**config.mk**
```make
export PLATFORM = sky130hd
export DESIGN_NAME = m64x_ctrl
export DESIGN_NICKNAME = d
export VERILOG_FILES = /design/src/rtl/mips64_subset_execute_unit_macros.svh /design/src/rtl/m64x_pkg.sv /design/src/rtl/m64x_ctrl.sv
export SDC_FILE = /design/constraint.sdc
export NUM_CORES = 1
export LEC_CHECK = 0
export ABC_AREA = 1
export ABC_CLOCK_PERIOD_IN_PS = 1700
export BUFFER_PORTS_ARGS = -buffer_cell sky130_fd_sc_hd__buf_4
export CAP_MARGIN = 20
export CORE_ASPECT_RATIO = 2
export CORE_UTILIZATION = 40
export DETAILED_ROUTE_END_ITERATION = 8
export HOLD_SLACK_MARGIN = 0.06
export PLACE_DENSITY_LB_ADDON = 0.3
export SETUP_SLACK_MARGIN = 0.02
export SLEW_MARGIN = 20
export SYNTH_ARGS = -nofsm -noshare
export SYNTH_HDL_FRONTEND = slang
export SYNTH_SLANG_ARGS = --single-unit
```
**constraint.sdc**
```tcl
create_clock -name clk -period 1.7 [get_ports clk]
set_clock_uncertainty 0.05 [all_clocks]
set_input_delay 0.085 -clock clk [delete_from_list [all_inputs] [get_ports clk]]
set_output_delay 0.085 -clock clk [all_outputs]
set_load 0.01 [all_outputs]
```
**src/rtl/mips64_subset_execute_unit_macros.svh**
```systemverilog
// Assertion helpers; clk and rst_n are taken from the enclosing module.
`ifndef MIPS64_SUBSET_EXECUTE_UNIT_MACROS_SVH
`define MIPS64_SUBSET_EXECUTE_UNIT_MACROS_SVH

// Same-cycle implication.
`define M64X_ASSERT_IMP(label, a, c, msg) \
    label: assert property (@(posedge clk) disable iff (!rst_n) (a) |-> (c)) \
        else $error(msg);

// Next-cycle implication.
`define M64X_ASSERT_NXT(label, a, c, msg) \
    label: assert property (@(posedge clk) disable iff (!rst_n) (a) |=> (c)) \
        else $error(msg);

`endif

```
**src/rtl/m64x_pkg.sv**
```systemverilog
package m64x_pkg;

    localparam logic [2:0] FUNC_EXEC = 3'd0;
    localparam logic [2:0] FUNC_WREG = 3'd1;
    localparam logic [2:0] FUNC_RREG = 3'd2;
    localparam logic [2:0] FUNC_WMEM = 3'd3;
    localparam logic [2:0] FUNC_RMEM = 3'd4;

    localparam logic [2:0] ST_OK     = 3'd0;
    localparam logic [2:0] ST_BADOP  = 3'd1;
    localparam logic [2:0] ST_BADFN  = 3'd2;
    localparam logic [2:0] ST_LOAD   = 3'd3;
    localparam logic [2:0] ST_STORE  = 3'd4;
    localparam logic [2:0] ST_NOEXEC = 3'd5;
    localparam logic [2:0] ST_HALTED = 3'd6;

    localparam logic [5:0] OP_SPECIAL = 6'b000000;
    localparam logic [5:0] OP_ADDIU   = 6'b001001;
    localparam logic [5:0] OP_LUI     = 6'b001111;
    localparam logic [5:0] OP_LW      = 6'b100011;
    localparam logic [5:0] OP_SW      = 6'b101011;
    localparam logic [5:0] FN_AND     = 6'b100100;
    localparam logic [5:0] FN_OR      = 6'b100101;

    localparam logic [5:0] PC_INDEX   = 6'd32;

    typedef enum logic [1:0] {
        RSEL_RS,
        RSEL_RT,
        RSEL_IDX
    } rsel_t;

    typedef enum logic [2:0] {
        WSEL_LUI,
        WSEL_ADDIU,
        WSEL_OR,
        WSEL_AND,
        WSEL_LOAD,
        WSEL_ITEM
    } wsel_t;

    typedef enum logic [1:0] {
        RV_ZERO,
        RV_REG,
        RV_PC,
        RV_MEM
    } rv_sel_t;

    typedef struct packed {
        logic       take;
        logic       clr_r0;
        logic       rf_rd;
        rsel_t      rf_rsel;
        logic       rf_wr;
        wsel_t      rf_wsel;
        logic       cap_a;
        logic       cap_addr;
        logic       cap_b;
        logic       mem_rd;
        logic       mem_wr;
        logic       mem_word;
        logic [1:0] byte_sel;
        logic       shift_in;
        logic       pc_inc;
        logic       pc_wr;
        logic       fault;
        logic [2:0] fault_code;
        logic       res_ld;
        logic [2:0] res_code;
        rv_sel_t    res_rv;
    } dp_cmd_t;

    typedef struct packed {
        logic [2:0] func;
        logic       halted;
        logic       exec_ok;
        logic       op_lui;
        logic       op_addiu;
        logic       op_special;
        logic       op_lw;
        logic       op_sw;
        logic       fn_or;
        logic       fn_and;
        logic       idx_rf;
        logic       idx_pc;
        logic       maddr_ok;
        logic       word_fits;
    } dp_status_t;

endpackage

```
**src/rtl/m64x_ctrl.sv**
```systemverilog
module m64x_ctrl
    import m64x_pkg::*;
(
    input  logic       clk,
    input  logic       rst_n,
    input  logic       in_valid,
    output logic       in_ready,
    output logic       out_valid,
    input  logic       out_ready,
    input  dp_status_t st,
    output dp_cmd_t    cmd
);

    typedef enum logic [3:0] {
        S_IDLE,
        S_DEC,
        S_RS,
        S_RT,
        S_CHK,
        S_LD,
        S_LDW,
        S_ST,
        S_DONE
    } state_t;

    state_t     state_reg, state_next;
    logic [1:0] cnt_reg, cnt_next;
    logic [2:0] code_reg, code_next;
    rv_sel_t    rv_reg, rv_next;
    logic       out_valid_reg, out_valid_next;

    always_comb
    begin
        cmd            = '0;
        cmd.rf_rsel    = RSEL_RS;
        cmd.rf_wsel    = WSEL_ITEM;
        cmd.res_rv     = RV_ZERO;
        cmd.byte_sel   = cnt_reg;
        state_next     = state_reg;
        cnt_next       = cnt_reg;
        code_next      = code_reg;
        rv_next        = rv_reg;

        case (state_reg)
            S_IDLE:
            begin
                if (in_valid)
                begin
                    cmd.take   = 1'b1;
                    code_next  = ST_OK;
                    rv_next    = RV_ZERO;
                    state_next = S_DEC;
                end
            end
            S_DEC:
            begin
                state_next = S_DONE;
                case (st.func)
                    FUNC_EXEC:
                    begin
                        if (st.halted)
                        begin
                            code_next = ST_HALTED;
                        end
                        else
                        begin
                            cmd.clr_r0 = 1'b1;
                            if (!st.exec_ok)
                            begin
                                cmd.fault      = 1'b1;
                                cmd.fault_code = ST_NOEXEC;
                                code_next      = ST_NOEXEC;
                            end
                            else if (st.op_lui)
                            begin
                                cmd.rf_wr   = 1'b1;
                                cmd.rf_wsel = WSEL_LUI;
                                cmd.pc_inc  = 1'b1;
                            end
                            else if (st.op_addiu || st.op_lw || st.op_sw ||
                                     (st.op_special && (st.fn_or || st.fn_and)))
                            begin
                                cmd.rf_rd   = 1'b1;
                                cmd.rf_rsel = RSEL_RS;
                                state_next  = S_RS;
                            end
                            else if (st.op_special)
                            begin
                                cmd.fault      = 1'b1;
                                cmd.fault_code = ST_BADFN;
                                code_next      = ST_BADFN;
                            end
                            else
                            begin
                                cmd.fault      = 1'b1;
                                cmd.fault_code = ST_BADOP;
                                code_next      = ST_BADOP;
                            end
                        end
                    end
                    FUNC_WREG:
                    begin
                        cmd.rf_wr   = st.idx_rf;
                        cmd.rf_wsel = WSEL_ITEM;
                        cmd.pc_wr   = st.idx_pc;
                    end
                    FUNC_RREG:
                    begin
                        if (st.idx_rf)
                        begin
                            cmd.rf_rd   = 1'b1;
                            cmd.rf_rsel = RSEL_IDX;
                            rv_next     = RV_REG;
                        end
                        else if (st.idx_pc)
                        begin
                            rv_next = RV_PC;
                        end
                    end
                    FUNC_WMEM:
                    begin
                        cmd.mem_wr = st.maddr_ok;
                    end
                    FUNC_RMEM:
                    begin
                        if (st.maddr_ok)
                        begin
                            cmd.mem_rd = 1'b1;
                            rv_next    = RV_MEM;
                        end
                    end
                    default:
                    begin
                    end
                endcase
            end
            S_RS:
            begin
                if (st.op_addiu)
                begin
                    cmd.rf_wr   = 1'b1;
                    cmd.rf_wsel = WSEL_ADDIU;
                    cmd.pc_inc  = 1'b1;
                    state_next  = S_DONE;
                end
                else if (st.op_lw)
                begin
                    cmd.cap_addr = 1'b1;
                    state_next   = S_CHK;
                end
                else
                begin
                    cmd.cap_a    = st.op_special;
                    cmd.cap_addr = st.op_sw;
                    cmd.rf_rd    = 1'b1;
                    cmd.rf_rsel  = RSEL_RT;
                    state_next   = S_RT;
                end
            end
            S_RT:
            begin
                if (st.op_sw)
                begin
                    cmd.cap_b  = 1'b1;
                    state_next = S_CHK;
                end
                else
                begin
                    cmd.rf_wr   = 1'b1;
                    cmd.rf_wsel = st.fn_or ? WSEL_OR : WSEL_AND;
                    cmd.pc_inc  = 1'b1;
                    state_next  = S_DONE;
                end
            end
            S_CHK:
            begin
                cnt_next = 2'd0;
                if (!st.word_fits)
                begin
                    cmd.fault      = 1'b1;
                    cmd.fault_code = st.op_lw ? ST_LOAD : ST_STORE;
                    code_next      = st.op_lw ? ST_LOAD : ST_STORE;
                    state_next     = S_DONE;
                end
                else
                begin
                    state_next = st.op_lw ? S_LD : S_ST;
                end
            end
            S_LD:
            begin
                cmd.mem_rd   = 1'b1;
                cmd.mem_word = 1'b1;
                cmd.shift_in = (cnt_reg != 2'd0);
                cnt_next     = cnt_reg + 2'd1;
                if (cnt_reg == 2'd3)
                begin
                    state_next = S_LDW;
                end
            end
            S_LDW:
            begin
                cmd.rf_wr   = 1'b1;
                cmd.rf_wsel = WSEL_LOAD;
                cmd.pc_inc  = 1'b1;
                state_next  = S_DONE;
            end
            S_ST:
            begin
                cmd.mem_wr   = 1'b1;
                cmd.mem_word = 1'b1;
                cnt_next     = cnt_reg + 2'd1;
                if (cnt_reg == 2'd3)
                begin
                    cmd.pc_inc = 1'b1;
                    state_next = S_DONE;
                end
            end
            S_DONE:
            begin
                cmd.res_code = code_reg;
                cmd.res_rv   = rv_reg;
                if (!out_valid_reg || out_ready)
                begin
                    cmd.res_ld = 1'b1;
                    state_next = S_IDLE;
                end
            end
            default:
            begin
                state_next = S_IDLE;
            end
        endcase

        if (cmd.res_ld)
        begin
            out_valid_next = 1'b1;
        end
        else if (out_ready)
        begin
            out_valid_next = 1'b0;
        end
        else
        begin
            out_valid_next = out_valid_reg;
        end
    end

    always_ff @(posedge clk or negedge rst_n)
    begin
        if (!rst_n)
        begin
            state_reg     <= S_IDLE;
            cnt_reg       <= 2'd0;
            code_reg      <= ST_OK;
            rv_reg        <= RV_ZERO;
            out_valid_reg <= 1'b0;
        end
        else
        begin
            state_reg     <= state_next;
            cnt_reg       <= cnt_next;
            code_reg      <= code_next;
            rv_reg        <= rv_next;
            out_valid_reg <= out_valid_next;
        end
    end

    assign in_ready  = (state_reg == S_IDLE);
    assign out_valid = out_valid_reg;

endmodule

```
# ---- Word level (Yosys, flattened, before mapping)
# Index checks and enable logic that the tools add are counted.
dict set report totals {
  regBits 12
  input_bits 20
  output_inout_bits 32
  elab_cells 134
}
dict set report op_classes {
  add_sub_neg 1
  n_eq_ne 24
  muxes 86
  reduce_logical 18
}
# cell n
set ops {}
lappend ops {{2-to-1 mux 4 bit} 21}
lappend ops {{2-to-1 mux 3 bit} 14}
lappend ops {{one-hot mux 4 bit (9 select lines)} 1}
lappend ops {{2-to-1 mux 1 bit} 26}
lappend ops {{2-to-1 mux 2 bit} 9}
lappend ops {{equality test 4 x 3 -> 1 bit (second input constant)} 4}
lappend ops {{one-hot mux 4 bit (2 select lines)} 2}
lappend ops {{one-hot mux 4 bit (4 select lines)} 1}
lappend ops {{inequality test 4 bit (second input constant)} 3}
lappend ops {{one-hot mux 2 bit (2 select lines)} 3}
lappend ops {{one-hot mux 3 bit (2 select lines)} 2}
lappend ops {{inequality test 2 bit (second input constant)} 5}
lappend ops {{one-hot mux 3 bit (3 select lines)} 1}
lappend ops {{equality test 4 x 2 -> 1 bit (second input constant)} 2}
lappend ops {{2-to-1 mux 8 bit} 1}
lappend ops {{nonzero test 2 bit} 4}
lappend ops {{2-to-1 mux 7 bit} 1}
lappend ops {{equality test 3 x 2 -> 1 bit (second input constant)} 2}
lappend ops {{2-to-1 mux 6 bit} 1}
lappend ops {{AND reduction 6 bit} 1}
lappend ops {{logical OR 1 bit} 5}
lappend ops {{one-hot mux 1 bit (5 select lines)} 1}
lappend ops {{AND reduction 5 bit} 1}
lappend ops {{equality test 4 x 1 -> 1 bit (second input constant)} 1}
lappend ops {{16 further kinds} 17}

# ---- Longest topological paths before layout
# Gate-level depths: netlist (run 1).
dict set report logic_depth {
  ltp_word 9
  depth_mapped 10
  ltp_nobuf 10
}

# ---- Worst setup path after synthesis (run 1)
# OpenSTA, ideal clock, no wires.
dict set report synth_path {
  path_type {flip-flop to output port}
  startpoint {register state_reg[3]}
  endpoint {output cmd[7] in the netlist's numbering}
  t_arrival_ns 1.245
  t_required_ns 1.565
  setup_slack_ns 0.320
  stages_incl_launch_ff 8
  n_path_buf 0
  path_cell_list {dfrtp_1 -> nor2_2 -> nand2_2 -> nor2_8 -> inv_6 -> nor2_8 -> nand2_2 -> o21ai_2}
}
# element line_no
set synth_rtl {}
lappend synth_rtl {{start, declared} m64x_ctrl.sv:26} ;# state_t state_reg, state_next;
lappend synth_rtl {{start signal, assigned} m64x_ctrl.sv:261} ;# state_reg <= state_next;
lappend synth_rtl {{end, declared} m64x_ctrl.sv:11} ;# output dp_cmd_t cmd

==> flow_metrics.tcl, run 1 <==
set metrics [dict create \
    timing.hold.ws_ps 106.9 \
    routed_wl_um 3796 \
    synth_area_leaders "dfrtp_1 25%, nand2_1 18%, inv_1 10%" \
    core_um2 2943 \
    globalRouteTotalUtil 0.2598 \
    slew_viol_final 0 \
    clk_latency_ps 250 \
    largest_register_ffs 4 \
    r2r_cells 10 \
    path_delay_family "simple AND/OR/NAND/NOR gates" \
    grt_pass1_wl_um 6092 \
    post-synth-top-count-cell "nand2_1" \
    synth_edf_count 0 \
    htree_levels 1 \
    diodes 0 \
    dp_hpwl_um 2997 \
    grt_remaining_overflow 0 \
    clockBufferDepth 2 \
    p_total_mw 1.913 \
    cp-end-kind "output port" \
    place_congestion 0.9497 \
    start_kind "register" \
    fin_ws_ps -27.51 \
    grt_max_degree 13 \
    slowest_stage "dfrtp_2" \
    peakVddDrop_mv 0.6795 \
    synth.distinct_cells 27 \
    fin_crit_ps 1728 \
    grt_pass1_vias 1455 \
    relSlewSlack 0.7796 \
    syn_nets 230 \
    drtIter0Drc 45 \
    drc 0 \
    cp_data_required_time_ps 1560 \
    reg2reg_to "state_reg[2]$_DFFE_PN0P_" \
    wl_per_cell_um 12.21 \
    power_leakage_nw 1.096 \
    first_pass_iters 4 \
    fp.dieH_um 80.26 \
    synth-seq-cells 12 \
    async_flop_share 1.000 \
    timing.rr.start "state_reg[2]$_DFFE_PN0P_" \
    cp_cell_sequence "nor2_4 > nand2_4 > nor2_8 > buf_6 > nand4_1 > o211ai_1 > buf_4" \
    critPathArrivalTime_ps 1590 \
    synth_flop_cell "dfrtp_1" \
    cts.sinks 12 \
    min_path_type "in2reg" \
    rsz0062_at_grt "yes" \
    syn_inst 208 \
    r2r_setup_slack_ps 90 \
    yosys_warnings 0 \
    cts_tree "yes" \
    synth.avg_cell_area_um2 5.889 \
    crit_buf_inv 2 \
    ant_nets 0 \
    finalSetupTns_ps -34.89 \
    violations "negative setup slack" \
    antenna_found_initial 0 \
    final_hold_viol_count 0 \
    powerDensity_nw_per_um2 981.8 \
    finalNetCount 304 \
    period_share 1.016 \
    critPathMaxFanout 5 \
    slowest_delay_ps 440 \
    drv_cap 0 \
    clk_pin_slew_ps 60 \
    crit_start "state_reg[3]$_DFFE_PN0P_" \
    synthesis.area_um2 1225 \
    fmax_ghz 0.5789 \
    crit_type "reg2out" \
    die-area_um2 3301 \
    num_io_pins 52 \
    synthToLayoutAreaGrowth_pct 59.04 \
    io_buffers 51 \
    cts_made_buffers 3 \
    drive_above_1_share 0.4021 \
    setup_viol 3 \
    yosys.area.top_type_share 0.2451 \
    chipWidth_um 41.13 \
    cp_num_cells 7 \
    cp-endpoint "cmd[11]" \
    cts_root_buffer "clkbuf_8" \
    initial_core_util 0.4162 \
    worst_pin_slew_ps 329.3 \
    yosys-top-cells-count "60 x nand2_1, 33 x inv_1, 30 x nor2_1" \
    viasPerCell 5.064 \
    fin_util 0.6620 \
    outcome "finished, violations left" \
    num_rows 28 \
    yosysTopAreaCell "dfrtp_1" \
    vias 1575 \
    ys_seq_area_frac 0.2451 \
]
==> through the flow <==
stage / instance area [um^2] / instances / worst slack [ps]
final: 1948 / 311 / -27.51
after global routing: 1948 / 311 / -67.08
after CTS: 1869 / 308 / -33.42
after detailed placement: 1645 / 289 / 77.07
after global placement: 1645 / 289 / 83.84
after floorplan: 1225 / 208 / 319.7
==> per-layer routing <==
metal	track usage	routed length, um	vias to the layer above
li1	-	-	798
met1	0.2669	1346	694
met2	0.4594	2100	64
met3	0.01381	151	19
met4	0.1581	197	0
met5	0	0	-
==> worst min-delay path, delay by kind of cell <==
| family | cells | cell delay (ps) |
|---|---|---|
| simple gates | 2 | 120 |
| buf+inv | 1 | 100 |
| compound gates | 1 | 60 |
==> how the worst min path moves through the flow <==
stage,start,end,depth (start not counted)
6_report,st[3],rv_reg[1]$_DFFE_PN0P_,4
5_1_grt,st[3],rv_reg[1]$_DFFE_PN0P_,4
4_1_cts,st[3],rv_reg[1]$_DFFE_PN0P_,4
3_5_place_dp,rst_n,cnt_reg[1]$_DFFE_PN0P_,1
3_3_place_gp,rst_n,cnt_reg[0]$_DFFE_PN0P_,1
2_1_floorplan,rst_n,cnt_reg[0]$_DFFE_PN0P_,0
==> layout by cell type (no fill, tap or decap), drive strengths merged <==
cell type,instances
buf,68
nand2,66
inv,37
nor2,37
nand3,19
o21ai,14
dfrtp,12
a21oi,5
nand4,4
nor3,4
clkbuf,4
o211ai,2
ha,2
dlygate4sd3,2
or2,1
and3,1
o31ai,1
o21a,1
nand3b,1
==> where the power goes <==
part / leakage, nW / switching, mW / internal, mW
sequential: 0.157 / 0.0592 / 0.356
clock: 0.0288 / 0.112 / 0.205
combinational: 0.910 / 0.661 / 0.519
total: 1.10 / 0.832 / 1.08
==> area by class of cell <==
cell class | instances | area (um^2)
Sequential cell | 12 | 304.0
Timing Repair Buffer | 70 | 534.3
Inverter | 37 | 146.4
Clock buffer | 4 | 55.05
Fill cell | 276 | 994.7
Multi-Input combinational cell | 158 | 870.8
Tap cell | 30 | 37.54
==> repair_timing <==
item	4_1_cts	5_1_grt
setup endpoints to repair	13	22
setup buffers	13	3
resized for setup	21	15
hold endpoints to repair	13	0
hold buffers	2	0
pin swaps	6	5
==> cells by family (layout without fill, tap and decap cells) <==
logic type,Yosys count,in the layout,share of synthesized area
AND/OR/NAND/NOR,133,133,0.5036
AO/OA/AOI/OAI,23,23,0.1052
flip-flops,12,12,0.2451
adder cells (fa/ha/maj),2,2,0.02043
buffers and inverters,38,111,0.1256
Note: power is estimated with default switching activity, not from simulation.
==> run 2: changes to the inputs <==
--- a/config.mk
+++ b/config.mk
@@ -6,7 +6,7 @@
 export NUM_CORES = 1
 export LEC_CHECK = 0
 export ABC_AREA = 1
-export ABC_CLOCK_PERIOD_IN_PS = 1700
+export ABC_CLOCK_PERIOD_IN_PS = 2200
 export BUFFER_PORTS_ARGS = -buffer_cell sky130_fd_sc_hd__buf_4
 export CAP_MARGIN = 20
 export CORE_ASPECT_RATIO = 2
==> constraint.sdc (replaced) <==
create_clock -name clk -period 2.2 [get_ports clk]
set_clock_uncertainty 0.05 [all_clocks]
set_input_delay 0.11 -clock clk [delete_from_list [all_inputs] [get_ports clk]]
set_output_delay 0.11 -clock clk [all_outputs]
set_load 0.01 [all_outputs]
==> flow_metrics.tcl, run 2 (synthesis results as in run 1) <==
set metrics [dict create \
    drive_above_1_share 0.2776 \
    period_share 0.8855 \
    cts_root_buffer "clkbuf_8" \
    synthToLayoutAreaGrowth_pct 38.71 \
    cts_resized 0 \
    relSlewSlack 0.7617 \
    diodes 0 \
    die-area_um2 3301 \
    drtIter0Drc 47 \
    routed_wl_um 3618 \
    cts_tree "yes" \
    fmax_ghz 0.5133 \
    grt_max_degree 13 \
    r2r_cells 9 \
    drc 0 \
    ant_nets 0 \
    core_um2 2943 \
    cp_cell_sequence "nor2_2 > nand2_2 > nor2_8 > inv_6 > o31ai_1 > buf_4" \
    critPathMaxFanout 9 \
    setup_viol 0 \
    hold_path_depth 4 \
    initial_core_util 0.4162 \
    wl_per_cell_um 12.35 \
    clk_pin_slew_ps 50 \
    antenna_found_initial 0 \
    dp_hpwl_um 3034 \
    finalSetupTns_ps 0 \
    peakVddDrop_mv 0.3357 \
    vias 1535 \
    fin_util 0.5774 \
    start_kind "register" \
    num_io_pins 52 \
    finalNetCount 287 \
    cts_made_buffers 3 \
    grt_pass1_wl_um 5830 \
    first_pass_iters 4 \
    final_cell_mix "60 x nand2_1, 51 x buf_4, 33 x inv_1, 30 x nor2_1, 19 x nand3_1" \
    cp-end-kind "output port" \
    io_buffers 51 \
    chipWidth_um 41.13 \
    critPathArrivalTime_ps 1790 \
    grt_pass1_vias 1433 \
    fin_crit_ps 1948 \
    grt_remaining_overflow 0 \
    final_common_cell "nand2_1" \
    clockBufferDepth 2 \
    power_leakage_nw 0.9951 \
    drv_cap 0 \
    viasPerCell 5.239 \
    largest_register_ffs 4 \
    slowest_stage "dfrtp_1" \
    place_congestion 0.9620 \
    slowest_delay_ps 440 \
    cts.sinks 12 \
    globalRouteTotalUtil 0.2527 \
    num_rows 28 \
    outcome "complete, no violations" \
    fp.dieH_um 80.26 \
    cp_data_required_time_ps 2040 \
    crit_type "reg2out" \
    min_path_type "in2reg" \
    clk_latency_ps 250 \
    final_hold_viol_count 0 \
    rsz0062_at_grt "no" \
    htree_levels 1 \
    worst_pin_slew_ps 356.1 \
    powerDensity_nw_per_um2 717.6 \
    slew_viol_final 0 \
]
-- run 2: cell count changes in the layout (fill, tap and decap cells not counted), sizes merged --
| cell | change |
|---|---|
| buf | -17 |
| clkbuf | -1 |
-- run 2: area by class of cell --
class,instances,area (um^2)
repair buffers,53,402.9
clock buffers,3,41.29
well taps,30,37.54
fillers,320,1244
flip-flops and latches,12,300.3
multi-input cells,158,770.7
inverters,37,146.4
-- run 2: metal layers --
| metal | up-vias | global-route usage | share of wire |
|---|---|---|---|
| li1 | 765 | - | - |
| met1 | 686 | 0.2419 | 0.35 |
| met2 | 62 | 0.4375 | 0.55 |
| met5 | - | 0 | 0 |
| met4 | 0 | 0.2032 | 0.065 |
| met3 | 22 | 0.01657 | 0.029 |
-- run 2: timing repair --
action	4_1_cts	5_1_grt
setup buffers	0	0
endpoints found under the hold margin	13	0
hold buffers	2	0
-- run 2: where the power goes --
part	internal [mW]	switching (mW)	leakage, nW
Combinational	0.267	0.429	0.812
Sequential	0.272	0.0455	0.161
Clock	0.121	0.0846	0.0216
Total	0.661	0.559	0.995
-- run 2: worst paths after layout --
path | startpoint | slack [ps] | endpoint
worst max register to register | state_reg[3]$_DFFE_PN0P_ | 650 | state_reg[2]$_DFFE_PN0P_
worst min-delay path | st[3] | 130 | rv_reg[1]$_DFFE_PN0P_
max in group asynchronous | rst_n | 1750 | code_reg[0]$_DFFE_PN0P_
worst max-delay path | state_reg[3]$_DFFE_PN0P_ | 250 | cmd[17]
worst min register to register | rv_reg[1]$_DFFE_PN0P_ | 420 | rv_reg[1]$_DFFE_PN0P_
min in group asynchronous | rst_n | 180 | state_reg[1]$_DFFE_PN0P_
-- run 2: worst max-delay path, delay by kind of cell, from the launching register on --
family,cells,cell delay [ps]
and+or+nand+nor,3,540
AOI/OAI and AO/OA,1,290
buffers and inverters,2,260
DFF,1,440
-- run 2: through the flow --
step           setup WS (ps)  instances  total power [mW]  hold WS [ps]  instance area (um^2)
3_5_place_dp           534.5        288             1.015        -91.37                  1638
5_1_grt                155.0        293             1.324         174.3                  1699
3_3_place_gp           552.7        288             1.010        -91.07                  1638
6_report               251.9        293             1.219         132.1                  1699
4_1_cts                263.9        293             1.221         138.5                  1699
2_1_floorplan          794.7        208            0.7904        -235.6                  1225
